==> config.mk <==
export PLATFORM = sky130hd
export DESIGN_NAME = generational_handle_slot_table_top
export DESIGN_NICKNAME = d
export VERILOG_FILES = /design/src/design/ghst_pkg.sv /design/src/design/ghst_ram.sv /design/src/design/ghst_ffz.sv /design/src/design/generational_handle_slot_table_top.sv
export SDC_FILE = /design/constraint.sdc
export NUM_CORES = 2
export LEC_CHECK = 0
export BUFFER_PORTS_ARGS = -buffer_cell sky130_fd_sc_hd__clkbuf_2
export CAP_MARGIN = 20
export CORE_AREA = 2 2 481 483
export CTS_CLUSTER_SIZE = 25
export DETAILED_ROUTE_END_ITERATION = 12
export DIE_AREA = 0 0 483 485
export GPL_ROUTABILITY_DRIVEN = 1
export PLACE_DENSITY = 0.65
export REMOVE_ABC_BUFFERS = 1
export SETUP_SLACK_MARGIN = 0.15
export SLEW_MARGIN = 20
export SYNTH_ARGS = -nofsm -noshare
export SYNTH_HDL_FRONTEND = slang
export SYNTH_SLANG_ARGS = --single-unit
export TNS_END_PERCENT = 50
==> constraint.sdc <==
create_clock -name clk -period 15.9 [get_ports clk]
set_clock_uncertainty 0.1 [all_clocks]
set_input_delay 1.59 -clock clk [delete_from_list [all_inputs] [get_ports clk]]
set_output_delay 1.59 -clock clk [all_outputs]
set_load 0.01 [all_outputs]
==> src/design/ghst_pkg.sv <==
`timescale 1ns / 1ps

package ghst_pkg;

    localparam int SLOT_COUNT_DEF = 64;
    localparam int GEN_BITS_DEF   = 16;
    localparam int COUNT_BITS_DEF = 16;

    localparam int CMD_W       = 3;
    localparam int IN_INDEX_W  = 7;
    localparam int IN_GEN_W    = 16;
    localparam int IN_TDATA_W  = 24;

    localparam int STATUS_W    = 3;
    localparam int OUT_INDEX_W = 6;
    localparam int OUT_GEN_W   = 16;
    localparam int OUT_TDATA_W = 32;

    // width of one leaf group in the find-first-zero tree
    localparam int FFZ_GROUP = 16;

    typedef enum logic [CMD_W-1:0] {
        CMD_ALLOC       = 3'd0,
        CMD_RELEASE     = 3'd1,
        CMD_ACQUIRE     = 3'd2,
        CMD_UNSUBSCRIBE = 3'd3,
        CMD_ALIVE_QUERY = 3'd4,
        CMD_GEN_QUERY   = 3'd5
    } cmd_t;

    typedef enum logic [STATUS_W-1:0] {
        ST_OK        = 3'd0,
        ST_BAD_INDEX = 3'd1,
        ST_STALE     = 3'd2,
        ST_NOT_OCC   = 3'd3,
        ST_IN_USE    = 3'd4,
        ST_UNDERFLOW = 3'd5,
        ST_FULL      = 3'd6,
        ST_OVERFLOW  = 3'd7
    } status_t;

endpackage

==> src/design/ghst_ram.sv <==
`timescale 1ns / 1ps

module ghst_ram #(
    parameter int WIDTH = 16,
    parameter int DEPTH = 64
) (
    input  logic                     clk,
    input  logic                     we,
    input  logic [$clog2(DEPTH)-1:0] waddr,
    input  logic [WIDTH-1:0]         wdata,
    input  logic                     re,
    input  logic [$clog2(DEPTH)-1:0] raddr,
    output logic [WIDTH-1:0]         rdata
);

    logic [WIDTH-1:0] mem [DEPTH];
    logic [WIDTH-1:0] rdata_reg;

    always_ff @(posedge clk)
    begin
        if (we)
        begin
            mem[waddr] <= wdata;
        end
        if (re)
        begin
            rdata_reg <= mem[raddr];
        end
    end

    assign rdata = rdata_reg;

endmodule

==> src/design/ghst_ffz.sv <==
`timescale 1ns / 1ps

module ghst_ffz #(
    parameter int N = 64
) (
    input  logic                 clk,
    input  logic                 rst_n,
    input  logic [N-1:0]         occ,
    output logic                 found,
    output logic [$clog2(N)-1:0] index
);

    localparam int GW = ghst_pkg::FFZ_GROUP;
    localparam int NG = (N + GW - 1) / GW;
    localparam int LW = $clog2(GW);
    localparam int IW = $clog2(N);
    localparam int PW = NG * GW;

    logic [PW-1:0] padded;
    logic [NG-1:0] grp_any_reg;
    logic [NG-1:0] grp_any_next;
    logic [LW-1:0] grp_idx_reg  [NG];
    logic [LW-1:0] grp_idx_next [NG];

    // padding bits read as occupied
    always_comb
    begin
        padded = '1;
        padded[N-1:0] = occ;
    end

    always_comb
    begin
        for (int g = 0; g < NG; g++)
        begin
            grp_any_next[g] = 1'b0;
            grp_idx_next[g] = '0;
            for (int b = GW - 1; b >= 0; b--)
            begin
                if (!padded[g * GW + b])
                begin
                    grp_any_next[g] = 1'b1;
                    grp_idx_next[g] = LW'(b);
                end
            end
        end
    end

    always_ff @(posedge clk or negedge rst_n)
    begin
        if (!rst_n)
        begin
            grp_any_reg <= '0;
            for (int g = 0; g < NG; g++)
            begin
                grp_idx_reg[g] <= '0;
            end
        end
        else
        begin
            grp_any_reg <= grp_any_next;
            for (int g = 0; g < NG; g++)
            begin
                grp_idx_reg[g] <= grp_idx_next[g];
            end
        end
    end

    always_comb
    begin
        found = 1'b0;
        index = '0;
        for (int g = NG - 1; g >= 0; g--)
        begin
            if (grp_any_reg[g])
            begin
                found = 1'b1;
                index = IW'(g * GW) + IW'(grp_idx_reg[g]);
            end
        end
    end

endmodule

==> src/design/generational_handle_slot_table_top.sv <==
`timescale 1ns / 1ps

// Generational handle slot table. Each command arrives as one transfer on the s_axis side
// (command in tuser, slot index and handle generation in tdata) and produces exactly one
// result transfer on the m_axis side. Generations and reference counts live in two
// single-port-write, registered-read RAMs; occupied bits and the slot counters are flops.
// Release, acquire, unsubscribe and the two queries pass through accept, then write-back (RAM
// read data is checked and the entry written back). Alloc adds a step in between for the
// registered find-first-zero tree over the occupied bits and the generation read of the
// slot it picks. A new command is taken once the previous one has written back; a result
// waiting on m_axis stalls the write-back of the next command until it is taken.
module generational_handle_slot_table_top #(
    parameter int SLOT_COUNT = ghst_pkg::SLOT_COUNT_DEF,
    parameter int GEN_BITS   = ghst_pkg::GEN_BITS_DEF,
    parameter int COUNT_BITS = ghst_pkg::COUNT_BITS_DEF
) (
    input  logic                            clk,
    input  logic                            rst_n,
    input  logic                            s_axis_tvalid,
    output logic                            s_axis_tready,
    // slot_index, handle_generation
    input  logic [ghst_pkg::IN_TDATA_W-1:0]  s_axis_tdata,
    // cmd
    input  logic [ghst_pkg::CMD_W-1:0]       s_axis_tuser,
    output logic                            m_axis_tvalid,
    input  logic                            m_axis_tready,
    // status, out_index, out_generation, alive, all_free
    output logic [ghst_pkg::OUT_TDATA_W-1:0] m_axis_tdata
);

    localparam int IDX_W  = $clog2(SLOT_COUNT);
    localparam int CNT_W  = $clog2(SLOT_COUNT + 1);
    localparam int IIW    = ghst_pkg::IN_INDEX_W;
    localparam int IGW    = ghst_pkg::IN_GEN_W;
    localparam int CW     = ghst_pkg::CMD_W;
    localparam int SW     = ghst_pkg::STATUS_W;
    localparam int OIW    = ghst_pkg::OUT_INDEX_W;
    localparam int OGW    = ghst_pkg::OUT_GEN_W;
    localparam int ODW    = ghst_pkg::OUT_TDATA_W;
    localparam int CMP_W  = (CNT_W > IIW) ? CNT_W : IIW;
    localparam int GC_W   = (GEN_BITS > IGW) ? GEN_BITS : IGW;

    typedef enum logic [1:0] {
        S_IDLE,
        S_FIND,
        S_EXEC
    } state_t;

    state_t            state_reg,  state_next;
    logic [CW-1:0]     cmd_reg,    cmd_next;
    logic [IIW-1:0]    idx_reg,    idx_next;
    logic [IGW-1:0]    hgen_reg,   hgen_next;
    logic [IDX_W-1:0]  alloc_idx_reg, alloc_idx_next;
    logic [SLOT_COUNT-1:0] occ_reg, occ_next;
    logic [CNT_W-1:0]  created_reg, created_next;
    logic [CNT_W-1:0]  total_reg,  total_next;
    logic              m_valid_reg, m_valid_next;
    logic [SW-1:0]     status_reg, status_next;
    logic [OIW-1:0]    oidx_reg,   oidx_next;
    logic [OGW-1:0]    ogen_reg,   ogen_next;
    logic              alive_reg,  alive_next;
    logic              all_free_reg, all_free_next;

    logic [IIW-1:0]    in_idx;
    logic [CW-1:0]     in_cmd;
    logic [IGW-1:0]    in_hgen;
    logic [IDX_W-1:0]  addr_reg;
    logic              go;

    logic              gen_re, cnt_re;
    logic [IDX_W-1:0]  rd_addr;
    logic              gen_we, cnt_we;
    logic [IDX_W-1:0]  wr_addr;
    logic [GEN_BITS-1:0]   gen_wd, gen_q, gen_inc;
    logic [COUNT_BITS-1:0] cnt_wd, cnt_q;

    logic              ffz_found;
    logic [IDX_W-1:0]  ffz_index;

    logic              known, match, occ_bit;
    logic              occ_set, occ_clr, total_inc, total_dec, created_inc;
    logic [SW-1:0]     res_status;
    logic [OIW-1:0]    res_index;
    logic [OGW-1:0]    res_gen;
    logic              res_alive;
    logic              do_write;

    assign in_idx  = s_axis_tdata[IIW-1:0];
    assign in_hgen = s_axis_tdata[IIW+IGW-1:IIW];
    assign in_cmd  = s_axis_tuser;

    assign addr_reg = IDX_W'(idx_reg);
    assign go       = !m_valid_reg || m_axis_tready;
    assign do_write = (state_reg == S_EXEC) && go;

    ghst_ffz #(
        .N (SLOT_COUNT)
    ) u_ffz (
        .clk   (clk),
        .rst_n (rst_n),
        .occ   (occ_reg),
        .found (ffz_found),
        .index (ffz_index)
    );

    ghst_ram #(
        .WIDTH (GEN_BITS),
        .DEPTH (SLOT_COUNT)
    ) u_gen_ram (
        .clk   (clk),
        .we    (do_write && gen_we),
        .waddr (wr_addr),
        .wdata (gen_wd),
        .re    (gen_re),
        .raddr (rd_addr),
        .rdata (gen_q)
    );

    ghst_ram #(
        .WIDTH (COUNT_BITS),
        .DEPTH (SLOT_COUNT)
    ) u_cnt_ram (
        .clk   (clk),
        .we    (do_write && cnt_we),
        .waddr (wr_addr),
        .wdata (cnt_wd),
        .re    (cnt_re),
        .raddr (rd_addr),
        .rdata (cnt_q)
    );

    assign gen_inc = gen_q + GEN_BITS'(1);
    assign known   = CMP_W'(idx_reg) < CMP_W'(created_reg);
    assign match   = GC_W'(gen_q) == GC_W'(hgen_reg);
    assign occ_bit = occ_reg[addr_reg];

    // command evaluation on the entry read back from the rams
    always_comb
    begin
        res_status  = ghst_pkg::ST_OK;
        res_index   = OIW'(idx_reg);
        res_gen     = '0;
        res_alive   = 1'b0;
        occ_set     = 1'b0;
        occ_clr     = 1'b0;
        total_inc   = 1'b0;
        total_dec   = 1'b0;
        created_inc = 1'b0;
        gen_we      = 1'b0;
        cnt_we      = 1'b0;
        gen_wd      = gen_q;
        cnt_wd      = cnt_q;
        wr_addr     = addr_reg;
        if (cmd_reg == ghst_pkg::CMD_ALLOC)
        begin
            if (total_reg == CNT_W'(SLOT_COUNT))
            begin
                res_status = ghst_pkg::ST_FULL;
            end
            else
            begin
                wr_addr   = alloc_idx_reg;
                cnt_we    = 1'b1;
                cnt_wd    = '0;
                occ_set   = 1'b1;
                total_inc = 1'b1;
                res_index = OIW'(alloc_idx_reg);
                res_alive = 1'b1;
                if (CNT_W'(alloc_idx_reg) == created_reg)
                begin
                    gen_we      = 1'b1;
                    gen_wd      = GEN_BITS'(1);
                    created_inc = 1'b1;
                    res_gen     = OGW'(GC_W'(GEN_BITS'(1)));
                end
                else
                begin
                    res_gen = OGW'(GC_W'(gen_q));
                end
            end
        end
        else if (cmd_reg > ghst_pkg::CMD_GEN_QUERY)
        begin
            res_status = ghst_pkg::ST_OK;
        end
        else if (!known)
        begin
            res_status = ghst_pkg::ST_BAD_INDEX;
        end
        else
        begin
            res_gen = OGW'(GC_W'(gen_q));
            if (cmd_reg == ghst_pkg::CMD_GEN_QUERY)
            begin
                res_alive = match && occ_bit;
            end
            else if (!match)
            begin
                res_status = ghst_pkg::ST_STALE;
            end
            else
            begin
                unique case (cmd_reg)
                    ghst_pkg::CMD_RELEASE:
                    begin
                        if (!occ_bit)
                        begin
                            res_status = ghst_pkg::ST_NOT_OCC;
                        end
                        else if (cnt_q != '0)
                        begin
                            res_status = ghst_pkg::ST_IN_USE;
                            res_alive  = 1'b1;
                        end
                        else
                        begin
                            occ_clr   = 1'b1;
                            total_dec = 1'b1;
                            gen_we    = 1'b1;
                            gen_wd    = gen_inc;
                            res_gen   = OGW'(GC_W'(gen_inc));
                        end
                    end
                    ghst_pkg::CMD_ACQUIRE:
                    begin
                        if (!occ_bit)
                        begin
                            res_status = ghst_pkg::ST_NOT_OCC;
                        end
                        else if (cnt_q == '1)
                        begin
                            res_status = ghst_pkg::ST_OVERFLOW;
                            res_alive  = 1'b1;
                        end
                        else
                        begin
                            cnt_we    = 1'b1;
                            cnt_wd    = cnt_q + COUNT_BITS'(1);
                            res_alive = 1'b1;
                        end
                    end
                    ghst_pkg::CMD_UNSUBSCRIBE:
                    begin
                        res_alive = occ_bit;
                        if (cnt_q == '0)
                        begin
                            res_status = ghst_pkg::ST_UNDERFLOW;
                        end
                        else
                        begin
                            cnt_we = 1'b1;
                            cnt_wd = cnt_q - COUNT_BITS'(1);
                        end
                    end
                    default:
                    begin
                        res_alive = occ_bit;
                    end
                endcase
            end
        end
    end

    // sequencing, read issue and state update
    always_comb
    begin
        state_next     = state_reg;
        cmd_next       = cmd_reg;
        idx_next       = idx_reg;
        hgen_next      = hgen_reg;
        alloc_idx_next = alloc_idx_reg;
        occ_next       = occ_reg;
        created_next   = created_reg;
        total_next     = total_reg;
        m_valid_next   = m_valid_reg && !m_axis_tready;
        status_next    = status_reg;
        oidx_next      = oidx_reg;
        ogen_next      = ogen_reg;
        alive_next     = alive_reg;
        all_free_next  = all_free_reg;
        gen_re         = 1'b0;
        cnt_re         = 1'b0;
        rd_addr        = IDX_W'(in_idx);
        unique case (state_reg)
            S_IDLE:
            begin
                if (s_axis_tvalid)
                begin
                    cmd_next  = in_cmd;
                    idx_next  = in_idx;
                    hgen_next = in_hgen;
                    if (in_cmd == ghst_pkg::CMD_ALLOC)
                    begin
                        state_next = S_FIND;
                    end
                    else
                    begin
                        gen_re     = 1'b1;
                        cnt_re     = 1'b1;
                        state_next = S_EXEC;
                    end
                end
            end
            S_FIND:
            begin
                rd_addr        = ffz_index;
                gen_re         = ffz_found;
                alloc_idx_next = ffz_index;
                state_next     = S_EXEC;
            end
            S_EXEC:
            begin
                if (go)
                begin
                    if (occ_set)
                    begin
                        occ_next[wr_addr] = 1'b1;
                    end
                    if (occ_clr)
                    begin
                        occ_next[wr_addr] = 1'b0;
                    end
                    if (created_inc)
                    begin
                        created_next = created_reg + CNT_W'(1);
                    end
                    if (total_inc)
                    begin
                        total_next = total_reg + CNT_W'(1);
                    end
                    else if (total_dec)
                    begin
                        total_next = total_reg - CNT_W'(1);
                    end
                    m_valid_next  = 1'b1;
                    status_next   = res_status;
                    oidx_next     = res_index;
                    ogen_next     = res_gen;
                    alive_next    = res_alive;
                    all_free_next = (total_next == '0);
                    state_next    = S_IDLE;
                end
            end
            default:
            begin
                state_next = S_IDLE;
            end
        endcase
    end

    always_ff @(posedge clk or negedge rst_n)
    begin
        if (!rst_n)
        begin
            state_reg     <= S_IDLE;
            cmd_reg       <= '0;
            idx_reg       <= '0;
            hgen_reg      <= '0;
            alloc_idx_reg <= '0;
            occ_reg       <= '0;
            created_reg   <= '0;
            total_reg     <= '0;
            m_valid_reg   <= 1'b0;
            status_reg    <= '0;
            oidx_reg      <= '0;
            ogen_reg      <= '0;
            alive_reg     <= 1'b0;
            all_free_reg  <= 1'b0;
        end
        else
        begin
            state_reg     <= state_next;
            cmd_reg       <= cmd_next;
            idx_reg       <= idx_next;
            hgen_reg      <= hgen_next;
            alloc_idx_reg <= alloc_idx_next;
            occ_reg       <= occ_next;
            created_reg   <= created_next;
            total_reg     <= total_next;
            m_valid_reg   <= m_valid_next;
            status_reg    <= status_next;
            oidx_reg      <= oidx_next;
            ogen_reg      <= ogen_next;
            alive_reg     <= alive_next;
            all_free_reg  <= all_free_next;
        end
    end

    assign s_axis_tready = (state_reg == S_IDLE);
    assign m_axis_tvalid = m_valid_reg;
    assign m_axis_tdata  = ODW'({all_free_reg, alive_reg, ogen_reg, oidx_reg, status_reg});

endmodule
### Word level (Yosys, flattened, before mapping)

Memory sizes are Yosys's and may differ from the RTL's. A register that Yosys moved wholly into a read port is not among the register bits.
Index checks and enable logic that the tools add are counted.

| operators by class | value |
|---|---|
| $add $sub $neg | 9 |
| $lt $le $gt $ge | 5 |
| eq/ne operators | 12 |
| mux-type cells | 233 |
| bitwise logic cells | 3 |
| reduce and logical (&&, ||, !) cells | 19 |

Operators by type and width:

| operator | count |
|---|---|
| $mux 16 | 23 |
| $mux 4 | 64 |
| $mux 64 | 4 |
| $mux 1 | 109 |
| $and 64x64->64 | 1 |
| $not 64->64 | 1 |
| $or 64x64->64 | 1 |
| $mux 6 | 7 |
| $mux 3 | 11 |
| $add 16x1->16 const B | 2 |
| $pmux 16 s2 | 1 |
| $mux 7 | 4 |
| $eq 16x16->1 | 1 |
| $eq 16x16->1 const B | 1 |
| $logic_not 16->1 | 1 |
| $reduce_bool 16->1 | 1 |
| $sub 16x1->16 const B | 1 |
| $add 7x1->7 const B | 2 |
| $lt 6x7->1 const B | 2 |
| $pmux 3 s3 | 1 |
| $eq 6x7->1 | 1 |
| $eq 7x7->1 const B | 1 |
| $logic_not 7->1 | 1 |
| $lt 7x7->1 | 1 |
| other kinds (24) | 39 |

| storage, ports and cells | value |
|---|---|
| flip-flop bits (word level) | 160 |
| bits in writable memories | 2,048 |
| input bits | 31 |
| output and inout bits | 34 |
| word-level logic and storage cells | 302 |
| memories | 2 |

Memory list:

| memory | words | width | read ports | clocked after Yosys merged registers in | write ports | line | RTL |
|---|---|---|---|---|---|---|---|
| u_cnt_ram.mem | 64 | 16 | 1 | 1 | 1 | ghst_ram.sv:16 | `logic [WIDTH-1:0] mem [DEPTH];` |
| u_gen_ram.mem | 64 | 16 | 1 | 1 | 1 | ghst_ram.sv:16 |  |

### Logic depth before layout (Yosys ltp)

| logic depth | value |
|---|---|
| depth after elaboration | 16 |
| depth in mapped cells | 13 |
| depth with buffers taken out | 10 |

### By module

Synthesis repeated with hierarchy kept, for this count alone.

| second synthesis, totals | value |
|---|---|
| cells, all modules | 4,868 |
| area, all modules | 90,699.5 µm² |

Modules (own cells, without submodules):

| module | times used | cells each | area an instance (µm²) | sequential area each (µm²) |
|---|---|---|---|---|
| ghst_ram (u_gen_ram) | 1 | 1,829 | 40,202.3 | 31,230.0 |
| ghst_ram (u_cnt_ram) | 1 | 1,820 | 40,138.5 | 31,230.0 |
| generational_handle_slot_table_top | 1 | 1,039 | 9,056.2 | 3,503.4 |
| ghst_ffz | 1 | 180 | 1,302.5 | 500.5 |

### Worst setup path after synthesis

OpenSTA, ideal clock, no wires.

| timing path | value |
|---|---|
| path kind | register -> register |
| from | register u_cnt_ram.rdata_reg[0] (netlist: u_cnt_ram.rdata[0]), read port of u_cnt_ram.mem |
| to | memory u_gen_ram.mem[0][14], data pin |
| library setup time | 0.905 ns |
| data arrival time | 5.889 ns |
| required time | 14.895 ns |
| setup slack | 9.006 ns |
| stages on the path, launching flop included | 11 |
| buffers on the path | 1 |
| period minus slack after synthesis | 6.894 ns |
| cells stage by stage | edfxtp_1 > inv_1 > ha_1 > nor2b_1 > nand2_1 > or2_1 > buf_6 > or4_4 > nor2_1 > nand3_1 > o41ai_1 |

| on the way | value |
|---|---|
| longest elaborated chain between the ends | 9 |

RTL lines:

| what | line | RTL |
|---|---|---|
| start, declared | ghst_ram.sv:17 | `logic [WIDTH-1:0] rdata_reg;` |
| $reduce_bool 16->1 | generational_handle_slot_table_top.sv:210 | `else if (cnt_q != '0)` |
| $mux 16 | generational_handle_slot_table_top.sv:210 |  |
| $mux 16 | generational_handle_slot_table_top.sv:206 | `if (!occ_bit)` |
| $mux 16 | generational_handle_slot_table_top.sv:203 | `unique case (cmd_reg)` |
| $mux 16 | generational_handle_slot_table_top.sv:197 | `else if (!match)` |
| $mux 16 | generational_handle_slot_table_top.sv:193 | `if (cmd_reg == ghst_pkg::CMD_GEN_QUERY)` |
| $mux 16 | generational_handle_slot_table_top.sv:186 | `else if (!known)` |
| $mux 16 | generational_handle_slot_table_top.sv:182 | `else if (cmd_reg > ghst_pkg::CMD_GEN_QUERY)` |
| $mux 16 | generational_handle_slot_table_top.sv:154 | `if (cmd_reg == ghst_pkg::CMD_ALLOC)` |
| net gen_wd[14] | generational_handle_slot_table_top.sv:74 | `logic [GEN_BITS-1:0] gen_wd, gen_q, gen_inc;` |
| end, declared | ghst_ram.sv:16 |  |

The timed path passes the listed nets, and every way through them passes these cells.

### Worst setup path in the final report

| timing path | value |
|---|---|
| from | register u_ffz.grp_any_reg[2] |
| to | register u_cnt_ram.rdata_reg[8] (netlist: u_cnt_ram.rdata[8]), read port of u_cnt_ram.mem, data pin |

| on the way | value |
|---|---|
| longest elaborated chain between the ends | 4 |

RTL lines:

| what | line | RTL |
|---|---|---|
| start, declared | ghst_ffz.sv:20 | `logic [NG-1:0] grp_any_reg;` |
| start signal, assigned | ghst_ffz.sv:61 | `grp_any_reg <= grp_any_next;` |
| $mux 6 (3 in a row) | ghst_ffz.sv:75 | `if (grp_any_reg[g])` |
| $mux 6 | generational_handle_slot_table_top.sv:284 | `unique case (state_reg)` |

Every way passes these cells.
A chain may end at the register's enable or synchronous reset.

==> summary.md <==
| Metric | Value |
|---|---|
| Final Net Count | `around 6700` |
| Hold Violations, Final | `0` |
| CTS tree | `done` |
| DPL Wire Length | `142.0 mm` |
| CP Class | `reg2reg` |
| Avg WL per Cell | `24.68 um` |
| Total track usage | `20.06%` |
| Synth Cell Area | `0.09138 sq mm` |
| Pwr dens | `between 100 and 150 mW/mm^2` |
| Most common cell after layout, fill and taps aside | `edfxtp_1` |
| Commonest cells after routing, fill and taps aside | `2080 x edfxtp_1, 1076 x nand2_1, 726 x a21oi_1, 347 x mux2i_1, 321 x a22o_1` |
| Final setup violation count | `0` |
| CP endpoint kind | `flop` |
| Row count | `176` |
| Final Cycle Share | `38.88%` |
| CTS Buffer Depth | `3` |
| Num ports | `65` |
| Simple-gate share of the synthesized area | `8.848%` |
| Post-synth top flop | `edfxtp_1` |
| WP data arrival | `6.61 ns` |
| Seq. cell area | `between 0.06 and 0.07 sq mm` |
| Die W | `483 um` |
| Largest net degree at the start of global routing | `189` |
| Worst skew pair latency | `about 0.85 ns` |
| Post-CTS setup buffers | `0` |
| Final ANT Viol Nets | `0` |
| Area of the multi-input gates | `0.02355 sq mm` |
| Global route overflow | `0` |
| CTS buffer count | `between 200 and 250` |
| Highest routed layer | `met5` |
| Via count | `56980` |
| RSZ-0062 raised after global routing | `no` |
| Largest family of logic cells by synthesized area | `compound AO/OA/AOI/OAI gates` |
| Final WL | `244.2 mm` |
| Max VDD drop | `0.0001299 V` |
| CTS root buffer | `clkbuf_16` |
| Via-per-instance ratio | `between 5 and 6` |
| Met1 wire length | `103.2 mm` |
| DRT Pass-1 Iters | `6` |
| Place WS | `9.089 ns` |
| Crit Path Max Fanout | `164` |
| Hold Crit Class | `reg2reg` |
| Worst Tran Pin Value | `1.161 ns` |
| Max-slew headroom | `a little under a quarter` |
| Syn-to-layout area delta | `12.40%` |
| Effective utilization at floorplan | `between 30 and 40%` |
| H-tree Lvls | `4` |
| Mapped Cells | `~6600` |
| TritonCTS Sinks | `roughly 2200` |
| Fmax | `161.8 MHz` |
| Clock-pin slew on the worst setup and hold paths | `0.06 ns` |
| Layout cells sized above 1 | `10.49%` |
| Antenna violations before repair | `6` |
| Post-layout min period | `between 6 and 7 ns` |
| DIE AREA | `around 0.23 sq mm` |
| Cts repair resizes | `0` |
| Fill cells | `20040` |
| CP required | `16.32 ns` |
| EDFF count, synth | `2080` |
| First-pass GRT wire length | `355.6 mm` |
| Total core area | `0.2290 sq mm` |
| Die height | `485 um` |
| Synth Warn # | `0` |
| Slew Viols, Final | `0` |
| Critical path launch point type | `flop` |
| Fraction of registers with async set/reset | `7.143%` |
| Routed wl met2 | `116.6 mm` |
| Number of global-route vias before repair | `approximately 54000` |
| 1st-iter DRT viols | `roughly 6700` |
| Yosys reg bits | `2240` |
| Mux cell area share after synthesis | `4.268%` |
| Final GP Congestion | `0.8795` |
| Sequential-to-total area share from yosys stat | `72.73%` |
| Status | `completed` |
| Port Buf Inserts | `slightly below 60` |
| WL met3 | `17.18 mm` |
| Max-Cap Viols | `0` |
| Total Power | `13.75 mW` |
| Mean Syn Cell Area | `13.77 sq um` |
| XOR/XNOR Fraction of Synth Area | `0.3355%` |
| Unique masters post-synth | `74` |
| Synthesized-area fraction occupied by adder cells | `0.1643%` |
| Synth Area in Compound Gates | `11.57%` |
| CTS Hold Buffers Added | `0` |
| Leak Pwr | `between 30 and 40 nW` |
| Final worst setup slack | `9.719 ns` |
| Residual DRC count | `0` |
## routing by layer
metal	vias up	GRT usage [%]
li1	25410	-
met1	28940	28.05
met2	2261	32.10
met3	360	3.062
met4	2	6.750
met5	-	0
## synthesized netlist by cell type (20+ instances only)
master	n	area (sq um)
dfrtp_1	160	4004
nor2b_1	20	125.1
a22o_1	324	2838
nor2_1	287	1077
mux2i_1	348	3483
inv_1	40	150.1
xor2_1	24	210.2
mux2_2	25	281.5
clkbuf_1	328	1231
nand2_1	1085	4073
o22ai_1	164	1026
a211oi_1	136	1021
a31oi_1	36	225.2
nand4_1	64	400.4
buf_1	58	217.7
and3_1	116	725.7
buf_2	42	210.2
o21ai_0	62	310.3
edfxtp_1	2080	62460
nand3_1	135	675.7
nand2b_1	21	131.4
a21oi_1	727	3638
nor4_1	40	250.2
o22a_1	51	446.7
nor3_1	32	160.2
## worst max-delay path, stage by stage, from the launching register on
cell and delay (ns):
dfrtp_1 0.49, nand3b_1 0.22, a311o_1 0.47, a31oi_4 0.24, buf_12 0.66, buf_4 0.80, buf_4 0.86, mux2i_1 0.27
a22o_1 0.17, o22ai_1 0.18, nor4_1 0.98, nand4_1 0.19
## layout make-up
cell class / instances / area share [%]
Clock buffer: 267 / 5.537
Tap cell: 3026 / 3.686
Multi-Input combinational cell: 3921 / 22.93
Inverter: 40 / 0.1462
Timing Repair Buffer: 257 / 1.898
Clock inverter: 131 / 1.067
Antenna cell: 10 / 0.02436
Sequential cell: 2240 / 64.71
## metrics by stage
stage	hold slack (ns)	util, %	TNS, ns	cell area (sq um)	cells
detailed placement	0.3728	41.82	0	95770	9479
global placement	0.3649	41.80	0	95730	9477
global route	0.4046	44.84	0	102700	9890
floorplan	0.3586	-	-1398.22	89640	6201
finish	0.3812	44.85	0	102700	9892
CTS	0.3868	44.78	0	102600	9877
## logic make-up (layout without fill, tap and decap cells)
family                     after synthesis  after routing
xor gates and xnor gates                35             35
AOI/OAI and AO/OA                     1629           1629
and+or+nand+nor                       1861           1861
DFF                                   2240           2240
other                                    1             15
buffers and inverters                  479            695
muxes                                  379            379
adders and majority gates               12             12
## path summary, 6_finish.rpt
check / from / endpoint / slack, ns / cells after the start
worst max-delay path: u_ffz.grp_any_reg[2]$_DFF_PN0_ / u_cnt_ram.rdata[8]$_DFFE_PP_ / 9.72 / 11
worst min-delay path: ogen_reg[2]$_DFFE_PN0P_ / ogen_reg[2]$_DFFE_PN0P_ / 0.38 / 1
worst max register to register: u_ffz.grp_any_reg[2]$_DFF_PN0_ / u_cnt_ram.rdata[8]$_DFFE_PP_ / 9.72 / 11
worst min register to register: ogen_reg[2]$_DFFE_PN0P_ / ogen_reg[2]$_DFFE_PN0P_ / 0.38 / 1
max in group asynchronous: rst_n / alloc_idx_reg[5]$_DFFE_PN0P_ / 13.89 / 2
min in group asynchronous: rst_n / hgen_reg[1]$_DFFE_PN0P_ / 0.60 / 1
## power breakdown
| part | leakage [nW] | switching (mW) | internal, mW | total [mW] |
|---|---|---|---|---|
| registers | 20.8 | 0.166 | 6.92 | 7.09 |
| logic | 11.0 | 1.24 | 0.452 | 1.69 |
| clock network | 3.35 | 2.17 | 2.80 | 4.97 |
No activity file was read; power rests on OpenSTA's default activity.
